<file path="config.mk">
export PLATFORM = sky130hd
export DESIGN_NAME = color_window_centroid_tracker_flat
export DESIGN_NICKNAME = d
export VERILOG_FILES = /design/src/rtl/core/cwct_pkg.sv /design/src/rtl/core/cwct_if.sv /design/src/rtl/core/color_window_centroid_tracker.sv /design/src/rtl/core/cwct_queue.sv /design/src/rtl/core/cwct_divider.sv /design/src/rtl/core/cwct_front.sv /design/src/rtl/core/cwct_back.sv /design/src/flat_wrapper.sv
export SDC_FILE = /design/constraint.sdc
export NUM_CORES = 1
export LEC_CHECK = 0
export BUFFER_PORTS_ARGS = -buffer_cell sky130_fd_sc_hd__buf_2
export CAP_MARGIN = 20
export CORE_MARGIN = 2
export CORE_UTILIZATION = 60
export CTS_CLUSTER_DIAMETER = 200
export CTS_CLUSTER_SIZE = 14
export DETAILED_ROUTE_END_ITERATION = 6
export HOLD_SLACK_MARGIN = 0.15
export PLACE_DENSITY = 0.78
export SETUP_SLACK_MARGIN = 0.15
export SLEW_MARGIN = 40
export SYNTH_ARGS = -nofsm -noshare
export SYNTH_HDL_FRONTEND = slang
export SYNTH_SLANG_ARGS = --single-unit
export TNS_END_PERCENT = 100
</file>
<file path="constraint.sdc">
create_clock -name clock -period 8.1 [get_ports clock]
set_input_delay 0.81 -clock clock [delete_from_list [all_inputs] [get_ports clock]]
set_output_delay 0.81 -clock clock [all_outputs]
set_load 0.03 [all_outputs]
</file>
<file path="src/rtl/core/cwct_pkg.sv">
// shared constants, types and helper functions of the color window centroid tracker
package cwct_pkg;

   localparam int COORD_BITS     = 12;
   localparam int MAX_WINDOW     = 512;
   localparam int CFG_BITS       = 24;
   localparam int SIZE_BITS      = 10;
   localparam int POS_BITS       = COORD_BITS + 1;
   localparam int EXT_BITS       = ((COORD_BITS > SIZE_BITS) ? COORD_BITS : SIZE_BITS) + 2;
   localparam int COUNT_BITS     = 19;
   localparam int SUM_BITS       = 31;
   localparam int CHAN_BITS      = 8;
   localparam int CSR_INDEX_BITS = 3;

   localparam logic [COUNT_BITS-1:0] COUNT_MAX = '1;

   // register indexes
   localparam logic [CSR_INDEX_BITS-1:0] CSR_LOWER_BOUND    = 3'd0;
   localparam logic [CSR_INDEX_BITS-1:0] CSR_UPPER_BOUND    = 3'd1;
   localparam logic [CSR_INDEX_BITS-1:0] CSR_WIN_WIDTH      = 3'd2;
   localparam logic [CSR_INDEX_BITS-1:0] CSR_WIN_HEIGHT     = 3'd3;
   localparam logic [CSR_INDEX_BITS-1:0] CSR_START_POSITION = 3'd4;
   localparam logic [CSR_INDEX_BITS-1:0] CSR_X_LIMITS       = 3'd5;
   localparam logic [CSR_INDEX_BITS-1:0] CSR_Y_LIMITS       = 3'd6;

   typedef struct packed {
      logic [CFG_BITS-1:0]  lower_bound;
      logic [CFG_BITS-1:0]  upper_bound;
      logic [SIZE_BITS-1:0] win_width;
      logic [SIZE_BITS-1:0] win_height;
      logic [CFG_BITS-1:0]  start_position;
      logic [CFG_BITS-1:0]  x_limits;
      logic [CFG_BITS-1:0]  y_limits;
   } cfg_type;

   localparam cfg_type CFG_RESET = '{
      lower_bound:    24'd0,
      upper_bound:    24'd16777215,
      win_width:      10'd50,
      win_height:     10'd50,
      start_position: 24'd819300,
      x_limits:       24'd2621440,
      y_limits:       24'd1966080
   };

   // new window handed from the back end to the front end
   typedef struct packed {
      logic                       valid;
      logic signed [POS_BITS-1:0] win_x;
      logic signed [POS_BITS-1:0] win_y;
   } win_upd_type;

   // classified pixel in the queue
   typedef struct packed {
      logic                  init;
      logic [COORD_BITS-1:0] cinit_x;
      logic [COORD_BITS-1:0] cinit_y;
      logic                  match;
      logic [COORD_BITS-1:0] pixel_x;
      logic [COORD_BITS-1:0] pixel_y;
      logic                  frame_end;
   } entry_type;

   // window size clamped to 1..MAX_WINDOW
   function automatic logic [SIZE_BITS-1:0] win_size(input logic [SIZE_BITS-1:0] v);
      logic [SIZE_BITS-1:0] r;
      if (v == '0) begin
         r = SIZE_BITS'(1);
      end else if (32'(v) > MAX_WINDOW) begin
         r = SIZE_BITS'(MAX_WINDOW);
      end else begin
         r = v;
      end
      return r;
   endfunction

   function automatic logic [COORD_BITS-1:0] lo_coord(input logic [CFG_BITS-1:0] v);
      return v[COORD_BITS-1:0];
   endfunction

   function automatic logic [COORD_BITS-1:0] hi_coord(input logic [CFG_BITS-1:0] v);
      return COORD_BITS'(v >> COORD_BITS);
   endfunction

endpackage

</file>
<file path="src/rtl/core/cwct_if.sv">
// request and result stream interfaces of the tracker
interface cwct_req_if import cwct_pkg::*; ();
   logic                  valid;
   logic                  ready;
   logic [CHAN_BITS-1:0]  pixel_blue;
   logic [CHAN_BITS-1:0]  pixel_green;
   logic [CHAN_BITS-1:0]  pixel_red;
   logic [COORD_BITS-1:0] pixel_x;
   logic [COORD_BITS-1:0] pixel_y;
   logic                  frame_end;

   modport source (
      output valid, pixel_blue, pixel_green, pixel_red, pixel_x, pixel_y, frame_end,
      input  ready
   );
   modport sink (
      input  valid, pixel_blue, pixel_green, pixel_red, pixel_x, pixel_y, frame_end,
      output ready
   );
endinterface

interface cwct_rsp_if import cwct_pkg::*; ();
   logic                       valid;
   logic                       ready;
   logic signed [POS_BITS-1:0] new_window_x;
   logic signed [POS_BITS-1:0] new_window_y;
   logic [COORD_BITS-1:0]      center_x;
   logic [COORD_BITS-1:0]      center_y;
   logic                       found;

   modport source (
      output valid, new_window_x, new_window_y, center_x, center_y, found,
      input  ready
   );
   modport sink (
      input  valid, new_window_x, new_window_y, center_x, center_y, found,
      output ready
   );
endinterface

</file>
<file path="src/rtl/core/color_window_centroid_tracker.sv">
// top level of the color window centroid tracker
//
// Pixel requests of a raster frame are taken one per clock while the request port is ready.
// A pixel counts when blue, green and red each lie within lower_bound..upper_bound and it
// falls inside the tracking window; counted pixels add to a match count and to column and row
// sums. The request marked frame_end closes the frame: the back end divides the sums by the
// count in a shared restoring divider (one quotient bit per cycle), keeps the old centroid
// when nothing matched, recenters the window on the centroid, clamps it left then right and
// top then bottom, and posts one result. The next frame's window depends on that result, so
// after a frame_end request the request port stays not ready until the new window is back,
// including any time the result register waits for a previous result to be taken.
// The first pixel after reset loads the window from start_position; later writes of
// start_position have no effect until reset. Window sizes outside 1..512 are clamped.
// No clearing pass is needed after reset.
module color_window_centroid_tracker import cwct_pkg::*; (
   input  logic                      clock,
   input  logic                      reset,
   cwct_req_if.sink                  req_if,
   cwct_rsp_if.source                rsp_if,
   input  logic                      csr_write_enable,
   input  logic [CSR_INDEX_BITS-1:0] csr_index,
   input  logic [CFG_BITS-1:0]       csr_write_data
);

   // configuration registers
   cfg_type     cfg_ff;

   // front to queue and queue to back
   logic        fq_valid, fq_ready;
   entry_type   fq_data;
   logic        qb_valid, qb_ready;
   entry_type   qb_data;

   // new window back to the front end
   win_upd_type upd_s;

   // csr writes, unknown indexes are dropped
   always_ff @(posedge clock) begin
      if (reset) begin
         cfg_ff <= CFG_RESET;
      end else if (csr_write_enable) begin
         unique case (csr_index)
            CSR_LOWER_BOUND:    cfg_ff.lower_bound    <= csr_write_data;
            CSR_UPPER_BOUND:    cfg_ff.upper_bound    <= csr_write_data;
            CSR_WIN_WIDTH:      cfg_ff.win_width      <= csr_write_data[SIZE_BITS-1:0];
            CSR_WIN_HEIGHT:     cfg_ff.win_height     <= csr_write_data[SIZE_BITS-1:0];
            CSR_START_POSITION: cfg_ff.start_position <= csr_write_data;
            CSR_X_LIMITS:       cfg_ff.x_limits       <= csr_write_data;
            CSR_Y_LIMITS:       cfg_ff.y_limits       <= csr_write_data;
            default: ;
         endcase
      end
   end

   // classify each request against color bounds and window
   cwct_front u_front (
      .clock   (clock),
      .reset   (reset),
      .req_if  (req_if),
      .cfg     (cfg_ff),
      .upd     (upd_s),
      .q_valid (fq_valid),
      .q_ready (fq_ready),
      .q_data  (fq_data)
   );

   // short queue so front and back stall on their own
   cwct_queue u_queue (
      .clock     (clock),
      .reset     (reset),
      .in_valid  (fq_valid),
      .in_ready  (fq_ready),
      .in_data   (fq_data),
      .out_valid (qb_valid),
      .out_ready (qb_ready),
      .out_data  (qb_data)
   );

   // accumulate, divide, place and emit
   cwct_back u_back (
      .clock   (clock),
      .reset   (reset),
      .cfg     (cfg_ff),
      .q_valid (qb_valid),
      .q_ready (qb_ready),
      .q_data  (qb_data),
      .upd     (upd_s),
      .rsp_if  (rsp_if)
   );

   // a frame_end request blocks the next request until the new window is back
   a_hold_after_frame_end: assert property (@(posedge clock) disable iff (reset)
      req_if.valid && req_if.ready && req_if.frame_end |=> !req_if.ready)
      else $error("request accepted right after frame end");

   // window update never lands in the same cycle as an accepted request
   a_no_accept_on_update: assert property (@(posedge clock) disable iff (reset)
      req_if.valid && req_if.ready |-> !upd_s.valid)
      else $error("request accepted while window update pending");

   // window update goes out together with a posted result
   a_update_with_result: assert property (@(posedge clock) disable iff (reset)
      upd_s.valid |-> rsp_if.valid)
      else $error("window update without result");

endmodule

</file>
<file path="src/rtl/core/cwct_queue.sv">
// two-entry queue of classified pixels between front and back end
module cwct_queue import cwct_pkg::*; (
   input  logic      clock,
   input  logic      reset,
   input  logic      in_valid,
   output logic      in_ready,
   input  entry_type in_data,
   output logic      out_valid,
   input  logic      out_ready,
   output entry_type out_data
);

   entry_type  entries_ff [2];
   logic       wr_ptr_ff;
   logic       rd_ptr_ff;
   logic [1:0] count_ff;
   logic       push;
   logic       pop;

   assign in_ready  = (count_ff != 2'd2);
   assign out_valid = (count_ff != 2'd0);
   assign out_data  = entries_ff[rd_ptr_ff];
   assign push      = in_valid && in_ready;
   assign pop       = out_valid && out_ready;

   always_ff @(posedge clock) begin
      if (reset) begin
         wr_ptr_ff <= 1'b0;
         rd_ptr_ff <= 1'b0;
         count_ff  <= 2'd0;
      end else begin
         if (push) begin
            wr_ptr_ff <= !wr_ptr_ff;
         end
         if (pop) begin
            rd_ptr_ff <= !rd_ptr_ff;
         end
         count_ff <= count_ff + 2'(push) - 2'(pop);
      end
   end

   always_ff @(posedge clock) begin
      if (push) begin
         entries_ff[wr_ptr_ff] <= in_data;
      end
   end

endmodule

</file>
<file path="src/rtl/core/cwct_divider.sv">
// restoring divider, two dividends over one divisor, one quotient bit per cycle
module cwct_divider import cwct_pkg::*; (
   input  logic                  clock,
   input  logic                  reset,
   input  logic                  start,
   input  logic [SUM_BITS-1:0]   dividend_x,
   input  logic [SUM_BITS-1:0]   dividend_y,
   input  logic [COUNT_BITS-1:0] divisor,
   output logic                  done,
   output logic [COORD_BITS-1:0] quot_x,
   output logic [COORD_BITS-1:0] quot_y
);

   localparam int STEP_BITS = $clog2(SUM_BITS);

   logic                  run_ff;
   logic                  done_ff;
   logic [STEP_BITS-1:0]  step_ff;
   logic [COUNT_BITS:0]   rem_x_ff, rem_y_ff;
   logic [SUM_BITS-1:0]   shf_x_ff, shf_y_ff;
   logic [COUNT_BITS-1:0] div_ff;
   logic [COUNT_BITS:0]   try_x, try_y, rem_x_in, rem_y_in;
   logic [SUM_BITS-1:0]   shf_x_in, shf_y_in;
   logic                  ge_x, ge_y;

   always_comb begin
      try_x    = {rem_x_ff[COUNT_BITS-1:0], shf_x_ff[SUM_BITS-1]};
      try_y    = {rem_y_ff[COUNT_BITS-1:0], shf_y_ff[SUM_BITS-1]};
      ge_x     = (try_x >= {1'b0, div_ff});
      ge_y     = (try_y >= {1'b0, div_ff});
      rem_x_in = ge_x ? (try_x - {1'b0, div_ff}) : try_x;
      rem_y_in = ge_y ? (try_y - {1'b0, div_ff}) : try_y;
      // quotient bits shift in as dividend bits shift out
      shf_x_in = {shf_x_ff[SUM_BITS-2:0], ge_x};
      shf_y_in = {shf_y_ff[SUM_BITS-2:0], ge_y};
   end

   always_ff @(posedge clock) begin
      if (reset) begin
         run_ff  <= 1'b0;
         done_ff <= 1'b0;
         step_ff <= '0;
      end else begin
         done_ff <= 1'b0;
         if (start) begin
            run_ff  <= 1'b1;
            step_ff <= '0;
         end else if (run_ff) begin
            step_ff <= step_ff + STEP_BITS'(1);
            if (step_ff == STEP_BITS'(SUM_BITS - 1)) begin
               run_ff  <= 1'b0;
               done_ff <= 1'b1;
            end
         end
      end
   end

   always_ff @(posedge clock) begin
      if (start) begin
         shf_x_ff <= dividend_x;
         shf_y_ff <= dividend_y;
         rem_x_ff <= '0;
         rem_y_ff <= '0;
         div_ff   <= divisor;
      end else if (run_ff) begin
         shf_x_ff <= shf_x_in;
         shf_y_ff <= shf_y_in;
         rem_x_ff <= rem_x_in;
         rem_y_ff <= rem_y_in;
      end
   end

   assign done   = done_ff;
   assign quot_x = shf_x_ff[COORD_BITS-1:0];
   assign quot_y = shf_y_ff[COORD_BITS-1:0];

endmodule

</file>
<file path="src/rtl/core/cwct_front.sv">
// front end: accepts pixel requests, tests color and window, feeds the queue
module cwct_front import cwct_pkg::*; (
   input  logic        clock,
   input  logic        reset,
   cwct_req_if.sink    req_if,
   input  cfg_type     cfg,
   input  win_upd_type upd,
   output logic        q_valid,
   input  logic        q_ready,
   output entry_type   q_data
);

   logic                       first_ff;
   logic                       hold_ff;
   logic signed [POS_BITS-1:0] wx_ff, wy_ff;
   logic [SIZE_BITS-1:0]       w_size, h_size;
   logic [COORD_BITS-1:0]      start_x, start_y;
   logic signed [POS_BITS-1:0] cur_wx, cur_wy;
   logic signed [EXT_BITS-1:0] px_ext, py_ext, left, right, top, bottom;
   logic [POS_BITS-1:0]        mid_x, mid_y;
   logic                       color_ok, in_window, accept;

   function automatic logic chan_ok(input logic [CHAN_BITS-1:0] v,
                                    input logic [CHAN_BITS-1:0] lo,
                                    input logic [CHAN_BITS-1:0] hi);
      return (v >= lo) && (v <= hi);
   endfunction

   always_comb begin
      w_size  = win_size(cfg.win_width);
      h_size  = win_size(cfg.win_height);
      start_x = lo_coord(cfg.start_position);
      start_y = hi_coord(cfg.start_position);
      // window comes from the start position on the very first pixel
      cur_wx  = first_ff ? $signed(POS_BITS'(start_x)) : wx_ff;
      cur_wy  = first_ff ? $signed(POS_BITS'(start_y)) : wy_ff;
      left    = EXT_BITS'(cur_wx);
      top     = EXT_BITS'(cur_wy);
      right   = left + $signed(EXT_BITS'(w_size));
      bottom  = top + $signed(EXT_BITS'(h_size));
      px_ext  = $signed(EXT_BITS'(req_if.pixel_x));
      py_ext  = $signed(EXT_BITS'(req_if.pixel_y));
      color_ok = chan_ok(req_if.pixel_blue, cfg.lower_bound[7:0], cfg.upper_bound[7:0])
              && chan_ok(req_if.pixel_green, cfg.lower_bound[15:8], cfg.upper_bound[15:8])
              && chan_ok(req_if.pixel_red, cfg.lower_bound[23:16], cfg.upper_bound[23:16]);
      in_window = (px_ext >= left) && (px_ext < right) && (py_ext >= top) && (py_ext < bottom);
      // initial centroid, saturated at the largest coordinate
      mid_x = POS_BITS'(start_x) + POS_BITS'(w_size >> 1);
      mid_y = POS_BITS'(start_y) + POS_BITS'(h_size >> 1);
   end

   assign req_if.ready = !hold_ff && q_ready;
   assign q_valid      = req_if.valid && !hold_ff;
   assign accept       = req_if.valid && req_if.ready;

   always_comb begin
      q_data.init      = first_ff;
      q_data.cinit_x   = mid_x[POS_BITS-1] ? '1 : mid_x[COORD_BITS-1:0];
      q_data.cinit_y   = mid_y[POS_BITS-1] ? '1 : mid_y[COORD_BITS-1:0];
      q_data.match     = color_ok && in_window;
      q_data.pixel_x   = req_if.pixel_x;
      q_data.pixel_y   = req_if.pixel_y;
      q_data.frame_end = req_if.frame_end;
   end

   always_ff @(posedge clock) begin
      if (reset) begin
         first_ff <= 1'b1;
         hold_ff  <= 1'b0;
         wx_ff    <= '0;
         wy_ff    <= '0;
      end else begin
         if (accept) begin
            if (first_ff) begin
               wx_ff    <= cur_wx;
               wy_ff    <= cur_wy;
               first_ff <= 1'b0;
            end
            // no more pixels until the back end returns the new window
            if (req_if.frame_end) begin
               hold_ff <= 1'b1;
            end
         end
         if (upd.valid) begin
            wx_ff   <= upd.win_x;
            wy_ff   <= upd.win_y;
            hold_ff <= 1'b0;
         end
      end
   end

endmodule

</file>
<file path="src/rtl/core/cwct_back.sv">
// back end: accumulates matches, divides at frame end, places the window, emits results
module cwct_back import cwct_pkg::*; (
   input  logic        clock,
   input  logic        reset,
   input  cfg_type     cfg,
   input  logic        q_valid,
   output logic        q_ready,
   input  entry_type   q_data,
   output win_upd_type upd,
   cwct_rsp_if.source  rsp_if
);

   localparam logic [2:0] ST_ACCUM    = 3'd0;
   localparam logic [2:0] ST_DIVIDE   = 3'd1;
   localparam logic [2:0] ST_PLACE_LO = 3'd2;
   localparam logic [2:0] ST_PLACE_HI = 3'd3;
   localparam logic [2:0] ST_EMIT     = 3'd4;

   logic [2:0]                 state_ff, state_in;
   logic [COUNT_BITS-1:0]      count_ff, count_in;
   logic [SUM_BITS-1:0]        sum_x_ff, sum_y_ff, sum_x_in, sum_y_in;
   logic [COORD_BITS-1:0]      cent_x_ff, cent_y_ff;
   logic                       found_ff;
   logic signed [EXT_BITS-1:0] pos_x_ff, pos_y_ff;
   logic                       rsp_valid_ff;
   logic                       upd_valid_ff;
   logic signed [POS_BITS-1:0] out_wx_ff, out_wy_ff;
   logic [COORD_BITS-1:0]      out_cx_ff, out_cy_ff;
   logic                       out_found_ff;

   logic                       pop, hit, div_start, div_done, emit;
   logic [COORD_BITS-1:0]      quot_x, quot_y;
   logic [SIZE_BITS-1:0]       w_size, h_size;
   logic signed [EXT_BITS-1:0] w_ext, h_ext, lo_x, lo_y, hi_x, hi_y;
   logic signed [EXT_BITS-1:0] cand_x, cand_y, place_lo_x, place_lo_y;
   logic signed [EXT_BITS-1:0] place_hi_x, place_hi_y;

   assign q_ready = (state_ff == ST_ACCUM);
   assign pop     = q_valid && q_ready;

   always_comb begin
      hit       = q_data.match && (count_ff != COUNT_MAX);
      count_in  = count_ff + COUNT_BITS'(hit);
      sum_x_in  = sum_x_ff + (hit ? SUM_BITS'(q_data.pixel_x) : '0);
      sum_y_in  = sum_y_ff + (hit ? SUM_BITS'(q_data.pixel_y) : '0);
      div_start = pop && q_data.frame_end && (count_in != '0);
      emit      = (state_ff == ST_EMIT) && (!rsp_valid_ff || rsp_if.ready);
   end

   cwct_divider u_divider (
      .clock      (clock),
      .reset      (reset),
      .start      (div_start),
      .dividend_x (sum_x_in),
      .dividend_y (sum_y_in),
      .divisor    (count_in),
      .done       (div_done),
      .quot_x     (quot_x),
      .quot_y     (quot_y)
   );

   // window placement: recenter and clamp left or top, then right or bottom
   always_comb begin
      w_size     = win_size(cfg.win_width);
      h_size     = win_size(cfg.win_height);
      w_ext      = $signed(EXT_BITS'(w_size));
      h_ext      = $signed(EXT_BITS'(h_size));
      lo_x       = $signed(EXT_BITS'(lo_coord(cfg.x_limits)));
      hi_x       = $signed(EXT_BITS'(hi_coord(cfg.x_limits)));
      lo_y       = $signed(EXT_BITS'(lo_coord(cfg.y_limits)));
      hi_y       = $signed(EXT_BITS'(hi_coord(cfg.y_limits)));
      cand_x     = $signed(EXT_BITS'(cent_x_ff)) - $signed(EXT_BITS'(w_size >> 1));
      cand_y     = $signed(EXT_BITS'(cent_y_ff)) - $signed(EXT_BITS'(h_size >> 1));
      place_lo_x = (cand_x < lo_x) ? lo_x : cand_x;
      place_lo_y = (cand_y < lo_y) ? lo_y : cand_y;
      place_hi_x = ((pos_x_ff + w_ext) > hi_x) ? (hi_x - w_ext) : pos_x_ff;
      place_hi_y = ((pos_y_ff + h_ext) > hi_y) ? (hi_y - h_ext) : pos_y_ff;
   end

   always_comb begin
      state_in = state_ff;
      unique case (state_ff)
         ST_ACCUM: begin
            if (pop && q_data.frame_end) begin
               state_in = (count_in != '0) ? ST_DIVIDE : ST_PLACE_LO;
            end
         end
         ST_DIVIDE: begin
            if (div_done) begin
               state_in = ST_PLACE_LO;
            end
         end
         ST_PLACE_LO: state_in = ST_PLACE_HI;
         ST_PLACE_HI: state_in = ST_EMIT;
         ST_EMIT: begin
            if (emit) begin
               state_in = ST_ACCUM;
            end
         end
         default: state_in = ST_ACCUM;
      endcase
   end

   always_ff @(posedge clock) begin
      if (reset) begin
         state_ff     <= ST_ACCUM;
         count_ff     <= '0;
         sum_x_ff     <= '0;
         sum_y_ff     <= '0;
         cent_x_ff    <= '0;
         cent_y_ff    <= '0;
         found_ff     <= 1'b0;
         rsp_valid_ff <= 1'b0;
         upd_valid_ff <= 1'b0;
      end else begin
         state_ff     <= state_in;
         upd_valid_ff <= emit;
         if (pop) begin
            if (q_data.init) begin
               cent_x_ff <= q_data.cinit_x;
               cent_y_ff <= q_data.cinit_y;
            end
            if (q_data.frame_end) begin
               found_ff <= (count_in != '0);
               count_ff <= '0;
               sum_x_ff <= '0;
               sum_y_ff <= '0;
            end else begin
               count_ff <= count_in;
               sum_x_ff <= sum_x_in;
               sum_y_ff <= sum_y_in;
            end
         end
         if ((state_ff == ST_DIVIDE) && div_done) begin
            cent_x_ff <= quot_x;
            cent_y_ff <= quot_y;
         end
         if (emit) begin
            rsp_valid_ff <= 1'b1;
         end else if (rsp_if.ready) begin
            rsp_valid_ff <= 1'b0;
         end
      end
   end

   always_ff @(posedge clock) begin
      if (state_ff == ST_PLACE_LO) begin
         pos_x_ff <= place_lo_x;
         pos_y_ff <= place_lo_y;
      end else if (state_ff == ST_PLACE_HI) begin
         pos_x_ff <= place_hi_x;
         pos_y_ff <= place_hi_y;
      end
      if (emit) begin
         out_wx_ff    <= POS_BITS'(pos_x_ff);
         out_wy_ff    <= POS_BITS'(pos_y_ff);
         out_cx_ff    <= cent_x_ff;
         out_cy_ff    <= cent_y_ff;
         out_found_ff <= found_ff;
      end
   end

   assign upd.valid           = upd_valid_ff;
   assign upd.win_x           = out_wx_ff;
   assign upd.win_y           = out_wy_ff;

   assign rsp_if.valid        = rsp_valid_ff;
   assign rsp_if.new_window_x = out_wx_ff;
   assign rsp_if.new_window_y = out_wy_ff;
   assign rsp_if.center_x     = out_cx_ff;
   assign rsp_if.center_y     = out_cy_ff;
   assign rsp_if.found        = out_found_ff;

endmodule

</file>
<file path="src/flat_wrapper.sv">
// flat-port wrapper written by rule: the top's interface ports become plain ports
module color_window_centroid_tracker_flat import cwct_pkg::*;
  (clock, reset, csr_write_enable, csr_index, csr_write_data, req_if_valid, req_if_pixel_blue, req_if_pixel_green, req_if_pixel_red, req_if_pixel_x, req_if_pixel_y, req_if_frame_end, req_if_ready, rsp_if_valid, rsp_if_new_window_x, rsp_if_new_window_y, rsp_if_center_x, rsp_if_center_y, rsp_if_found, rsp_if_ready);
  cwct_req_if req_if_i ();
  cwct_rsp_if rsp_if_i ();
  input  logic clock;
  input  logic reset;
  input  logic csr_write_enable;
  input  logic [CSR_INDEX_BITS-1:0] csr_index;
  input  logic [CFG_BITS-1:0] csr_write_data;
  input wire logic [$bits(req_if_i.valid)-1:0] req_if_valid;
  input wire logic [$bits(req_if_i.pixel_blue)-1:0] req_if_pixel_blue;
  input wire logic [$bits(req_if_i.pixel_green)-1:0] req_if_pixel_green;
  input wire logic [$bits(req_if_i.pixel_red)-1:0] req_if_pixel_red;
  input wire logic [$bits(req_if_i.pixel_x)-1:0] req_if_pixel_x;
  input wire logic [$bits(req_if_i.pixel_y)-1:0] req_if_pixel_y;
  input wire logic [$bits(req_if_i.frame_end)-1:0] req_if_frame_end;
  output wire logic [$bits(req_if_i.ready)-1:0] req_if_ready;
  output wire logic [$bits(rsp_if_i.valid)-1:0] rsp_if_valid;
  output wire logic [$bits(rsp_if_i.new_window_x)-1:0] rsp_if_new_window_x;
  output wire logic [$bits(rsp_if_i.new_window_y)-1:0] rsp_if_new_window_y;
  output wire logic [$bits(rsp_if_i.center_x)-1:0] rsp_if_center_x;
  output wire logic [$bits(rsp_if_i.center_y)-1:0] rsp_if_center_y;
  output wire logic [$bits(rsp_if_i.found)-1:0] rsp_if_found;
  input wire logic [$bits(rsp_if_i.ready)-1:0] rsp_if_ready;
  assign req_if_i.valid = req_if_valid;
  assign req_if_i.pixel_blue = req_if_pixel_blue;
  assign req_if_i.pixel_green = req_if_pixel_green;
  assign req_if_i.pixel_red = req_if_pixel_red;
  assign req_if_i.pixel_x = req_if_pixel_x;
  assign req_if_i.pixel_y = req_if_pixel_y;
  assign req_if_i.frame_end = req_if_frame_end;
  assign req_if_ready = req_if_i.ready;
  assign rsp_if_valid = rsp_if_i.valid;
  assign rsp_if_new_window_x = rsp_if_i.new_window_x;
  assign rsp_if_new_window_y = rsp_if_i.new_window_y;
  assign rsp_if_center_x = rsp_if_i.center_x;
  assign rsp_if_center_y = rsp_if_i.center_y;
  assign rsp_if_found = rsp_if_i.found;
  assign rsp_if_i.ready = rsp_if_ready;
  color_window_centroid_tracker u_core (.clock(clock), .reset(reset), .req_if(req_if_i), .rsp_if(rsp_if_i), .csr_write_enable(csr_write_enable), .csr_index(csr_index), .csr_write_data(csr_write_data));
endmodule
</file>
==> flow_results.org <==
** STA
- Number of hold violations in the final report :: 0
- At the pin with the least slew margin, the transition time is 834 ps.
- Share of the cycle needed by the critical path after routing :: 63.8%
- Final Critical Period :: 5170 ps
- Post-Route Setup TNS :: 0 ps
- Based on the critical path, the design can be clocked at up to 0.194 GHz.
- The tightest hold path in the finished design has a slack of 419 ps.
- The worst pin sits at a relative slew slack of 44.4%.
- Setup violations remaining at the end of the flow were counted as 0.
- Clk_skew :: 21.2 ps
- The number of slew-limit violations in the final report is 0.
- Setup repair after global routing left no endpoint under its margin.

** GRT
- Overall routing resource usage :: 30.0%
- GR Layer Usage met3 :: 4.23%
- The initial antenna violation count came to 6.
- Global-route wire length before repair :: 143,000 µm
- Entering global routing, the biggest net connects 167 pins.
- Met2 usage in global routing :: 50.0%
- In the global route stage, met1 resource usage came out at 38.6%.
- In this run the most used layer during global routing was met2.
- Number of global-route vias before repair :: 26,683
- The total overflow left after global routing is 0.

** Floorplan
- The initialized floorplan defines 87 standard-cell rows.
- Die extent in y :: 244 µm
- Ports placed on the boundary :: 134
- Initial Utilization :: 61.0%
- The floorplan step defined a die boundary enclosing 59,600 µm².
- X dimension of the die :: 244 µm
- After floorplanning, the core was sized to cover 56,700 µm².

** Worst setup path
- In this run the register-to-register setup slack is 2930 ps.
- CP required :: 8450 ps
- Largest fanout on the critical path :: 14
- Following the worst setup path forward leads to its endpoint at u_core.u_back.pos_x_ff[1].
- Walking the worst path, the cells encountered are clkinv_1 > nand2_1 > inv_1 > ha_1 > inv_1 > fa_1 > a21o_1 > a21oi_1 > o21a_1 > o21ai_0 > o311a_1 > xnor2_1 > ha_1 > o2111ai_1 > a21oi_1 > a211o_1 > a211oi_1 > ha_1 > clkinv_1 > a211oi_1 > a21oi_1.
- Reg-to-Reg End :: u_core.u_back.pos_x_ff[1]
- The worst setup path is captured at a register.
- Start point of the critical path :: u_core.cfg_ff[91]
- STA classifies the critical path startpoint as a register.
- RR Startpoint :: u_core.cfg_ff[91]
- The slowest stage of the critical path belongs to the cell sky130_fd_sc_hd__clkinv_1.
- Data arrival, critical path :: 5520 ps
- On the worst path, the slowest cell contributes a delay of 440 ps.
- Worst-case reg-to-reg path depth :: 21
- The critical path is of the reg -> reg type.

** Route
- After detailed routing, the average wire length per cell comes to 19.7 µm.
- Routed WL :: 91,300 µm
- DRT antenna net count :: 0
- Detailed-route vias per instance :: 6.10
- Remaining routing DRC violations :: 0
- Number of iterations in the first detailed-routing pass :: 6
- In this run, the number of DRC markers left after iteration 0 of detailed routing was 2,124.
- The routed layout has 28,260 vias.

** Pwr
- The worst-case IR drop observed on VDD is 0.350 mV.
- Switching power :: 4.05 mW
- The analysis attributes to cell leakage a power of 14.8 nW.
- Switching share of power :: 38.3%
- Fraction of power consumed by combinational cells :: 40.8%
- Part of the power in registers :: 38.2%
- The internal power of the cells totals 6.51 mW.
- For this design the ratio of total power to cell area is 284 nW/µm².
- The clock network is responsible for 20.9% of the overall power.

** Synthesis
- Sequential cells were found to cover 41.6% of the synthesized design area.
- Library cell with the largest summed area after synthesis :: sky130_fd_sc_hd__edfxtp_1
- Among all flip-flop cells after synthesis, the most frequent one is sky130_fd_sc_hd__dfxtp_1.
- A synthesized cell averages 9.10 µm².
- Yosys mapped a number of flops with a built-in enable equal to 260.
- In the synthesized netlist, the number of instances is 3,800.
- Flip-flop and latch count after synthesis :: 589
- Mapped cell area :: 34,600 µm²
- Number of distinct library cells after synthesis :: 90
- Count of synthesis-stage warnings from yosys :: 0
- In the post-synthesis netlist, the biggest area contributors are sky130_fd_sc_hd__edfxtp_1 23%, sky130_fd_sc_hd__dfxtp_1 19%, sky130_fd_sc_hd__ha_1 11%, sky130_fd_sc_hd__a21oi_1 5.8%, sky130_fd_sc_hd__nand2_1 5.0%.
- Share of Yosys cell area claimed by the top area cell type :: 22.6%
- In the synthesized netlist the async set-or-reset flop fraction comes to 0%.
- The number of nets handed over by synthesis was 4,201.

** Clock tree
- Clock input transition at the sequential cells of the worst setup and hold paths :: 80 ps
- Clock sink count :: 589
- Counting the buffers created by CTS gives 48.
- Root buffer selected by CTS :: sky130_fd_sc_hd__clkbuf_16
- The H-tree was split into 2 levels.
- CTS hold repair buffers :: 0
- Bufs on Longest Clock Path :: 3
- Setup bufs post-CTS :: 0
- Skew-Pair Late Insertion Delay :: 610 ps
- Post-CTS repair changed the size of 0 cells.
- TritonCTS built the clock tree.

** Placed design
- Post-detail-place hpwl :: 65,800 µm
- Summing all placed instances gives a cell area of 35,800 µm².
- In this run the tool buffered the top-level ports with 133 buffer cells.
- Gpl congestion :: 0.981

** Run status
- Result of the run :: complete, no violations

** Final layout
- Share of final-layout standard cells stronger than drive strength 1 :: 7.84%
- Filler cell count :: 4,719
- Area growth, synth to finish :: 7.50%
- Final Instance Area :: 37,200 µm²
- Number of nets in the layout :: 4,245
- Most common library cell in the layout ignoring fill and taps :: sky130_fd_sc_hd__nand2_1
- The top cell types in the final layout, fill and taps aside, are 459 x sky130_fd_sc_hd__nand2_1, 401 x sky130_fd_sc_hd__a21oi_1, 355 x sky130_fd_sc_hd__nor2_1, 325 x sky130_fd_sc_hd__dfxtp_1, 306 x sky130_fd_sc_hd__ha_1.

** Worst hold path
- The min-delay analysis places its worst path in the category in -> reg.

** Run
- Count of maximum capacitance violations :: 0
synthesized netlist by cell type, types with 13 or more instances:
cell type,number
sky130_fd_sc_hd__nand2_1,460
sky130_fd_sc_hd__a21oi_1,401
sky130_fd_sc_hd__nor2_1,362
sky130_fd_sc_hd__dfxtp_1,329
sky130_fd_sc_hd__ha_1,306
sky130_fd_sc_hd__edfxtp_1,260
sky130_fd_sc_hd__inv_1,214
sky130_fd_sc_hd__o21ai_0,147
sky130_fd_sc_hd__clkbuf_1,130
sky130_fd_sc_hd__xnor2_1,109
sky130_fd_sc_hd__mux2i_1,107
sky130_fd_sc_hd__nand3_1,106
sky130_fd_sc_hd__xor2_1,74
sky130_fd_sc_hd__a211oi_1,71
sky130_fd_sc_hd__nor3_1,63
sky130_fd_sc_hd__o211ai_1,48
sky130_fd_sc_hd__o21a_1,41
sky130_fd_sc_hd__a31oi_1,37
sky130_fd_sc_hd__nor2b_1,37
sky130_fd_sc_hd__a21o_1,35
sky130_fd_sc_hd__nand4_1,34
sky130_fd_sc_hd__a22oi_1,31
sky130_fd_sc_hd__nand2b_1,31
sky130_fd_sc_hd__or3_1,29
sky130_fd_sc_hd__nor4_1,23
sky130_fd_sc_hd__and3_1,21
sky130_fd_sc_hd__mux2_2,20
sky130_fd_sc_hd__o21bai_1,19
sky130_fd_sc_hd__fa_1,14
sky130_fd_sc_hd__or2_2,13
state kept, by name, indices dropped and copies added, names as in the netlist, 2 cells and up, named ones only:
name,flops
u_core.u_back.pos_y_ff,13
u_core.u_back.cent_y_ff,12
u_core.u_back.u_divider.step_ff,5
u_core.u_back.state_ff,3
u_core.u_front.wx_ff,13
u_core.u_back.rsp_if.center_y,12
u_core.u_back.count_ff,19
u_core.cfg_ff,140
u_core.u_back.rsp_if.center_x,12
u_core.u_back.rsp_if.new_window_y,13
u_core.u_back.u_divider.shf_y_ff,31
u_core.u_back.sum_y_ff,31
u_core.u_back.u_divider.div_ff,19
u_core.u_back.pos_x_ff,13
u_core.u_back.u_divider.rem_y_ff,19
u_core.u_queue.entries_ff,102
u_core.u_back.sum_x_ff,31
u_core.u_queue.count_ff,2
u_core.u_back.cent_x_ff,12
u_core.u_back.u_divider.shf_x_ff,31
u_core.u_front.wy_ff,13
u_core.u_back.u_divider.rem_x_ff,19
u_core.u_back.rsp_if.new_window_x,13
per-layer routing:
| metal | wire length [µm] | vias up |
|---|---|---|
| met4 | 4400 | 2 |
| met5 | 9 | - |
| met3 | 6090 | 228 |
| met1 | 38300 | 13374 |
| met2 | 42500 | 973 |
| li1 | - | 13683 |
kinds of logic (layout without fill, tap and decap cells):
family                     Yosys count  count (layout)  synth area share (%)
muxes                              137             137                  4.08
other                                0               3                     0
DFF                                589             589                  41.6
adders and majority gates          320             320                  11.9
xor gates and xnor gates           183             183                  4.64
buffers and inverters              389             465                  4.53
and+or+nand+nor                   1225            1225                  15.9
AOI/OAI and AO/OA                  957             957                  17.3
power groups by stage:
stage	logic, mW	clock network [mW]	registers (mW)
floorplan	3.36	0	3.93
global placement	4.16	0	4.08
detailed placement	4.24	0	4.09
CTS	4.28	2.24	4.03
global route	4.79	2.34	4.08
finish	4.31	2.21	4.03
worst min-delay path by stage:
stage,start,to,slack (ps),depth (start not counted)
floorplan,u_core.u_back.found_ff,u_core.u_back.rsp_if.found,410,0
global placement,u_core.u_back.found_ff,u_core.u_back.rsp_if.found,420,0
detailed placement,u_core.u_back.found_ff,u_core.u_back.rsp_if.found,440,0
CTS,req_if_frame_end,u_core.u_queue.entries_ff[1][0],400,1
global route,req_if_frame_end,u_core.u_queue.entries_ff[0][0],410,1
finish,req_if_frame_end,u_core.u_queue.entries_ff[1][0],420,1
metrics by stage:
| step | worst slack, ps | std cells | util (%) | power [mW] |
|---|---|---|---|---|
| finish | 2930 | 4635 | 65.5 | 10.6 |
| global route | 2480 | 4632 | 65.5 | 11.2 |
| CTS | 2950 | 4632 | 65.5 | 10.5 |
| detailed placement | 2970 | 4550 | 63.1 | 8.33 |
| global placement | 3140 | 4550 | 63.0 | 8.23 |
| floorplan | 3340 | 3800 | - | 7.29 |
worst max-delay path: cells and delay by family, from the launching register on:
kind | cells | cell delay [ps]
adders and majority gates | 4 | 1190
xor gates and xnor gates | 1 | 250
AOI/OAI and AO/OA | 11 | 1970
buffers and inverters | 4 | 980
and+or+nand+nor | 1 | 160
DFF | 1 | 370
area by class of cell:
class / instances / area [µm²] / share of cell area (%)
flip-flops and latches: 589 / 14400 / 38.8
diodes: 3 / 7.51 / 0.0202
inverters: 220 / 826 / 2.22
multi-input cells: 2822 / 18700 / 50.3
well taps: 756 / 946 / 2.55
clock inverters: 1 / 16.3 / 0.0438
clock buffers: 81 / 1350 / 3.62
repair buffers: 163 / 917 / 2.47
No activity file was read; power rests on OpenSTA's default activity.
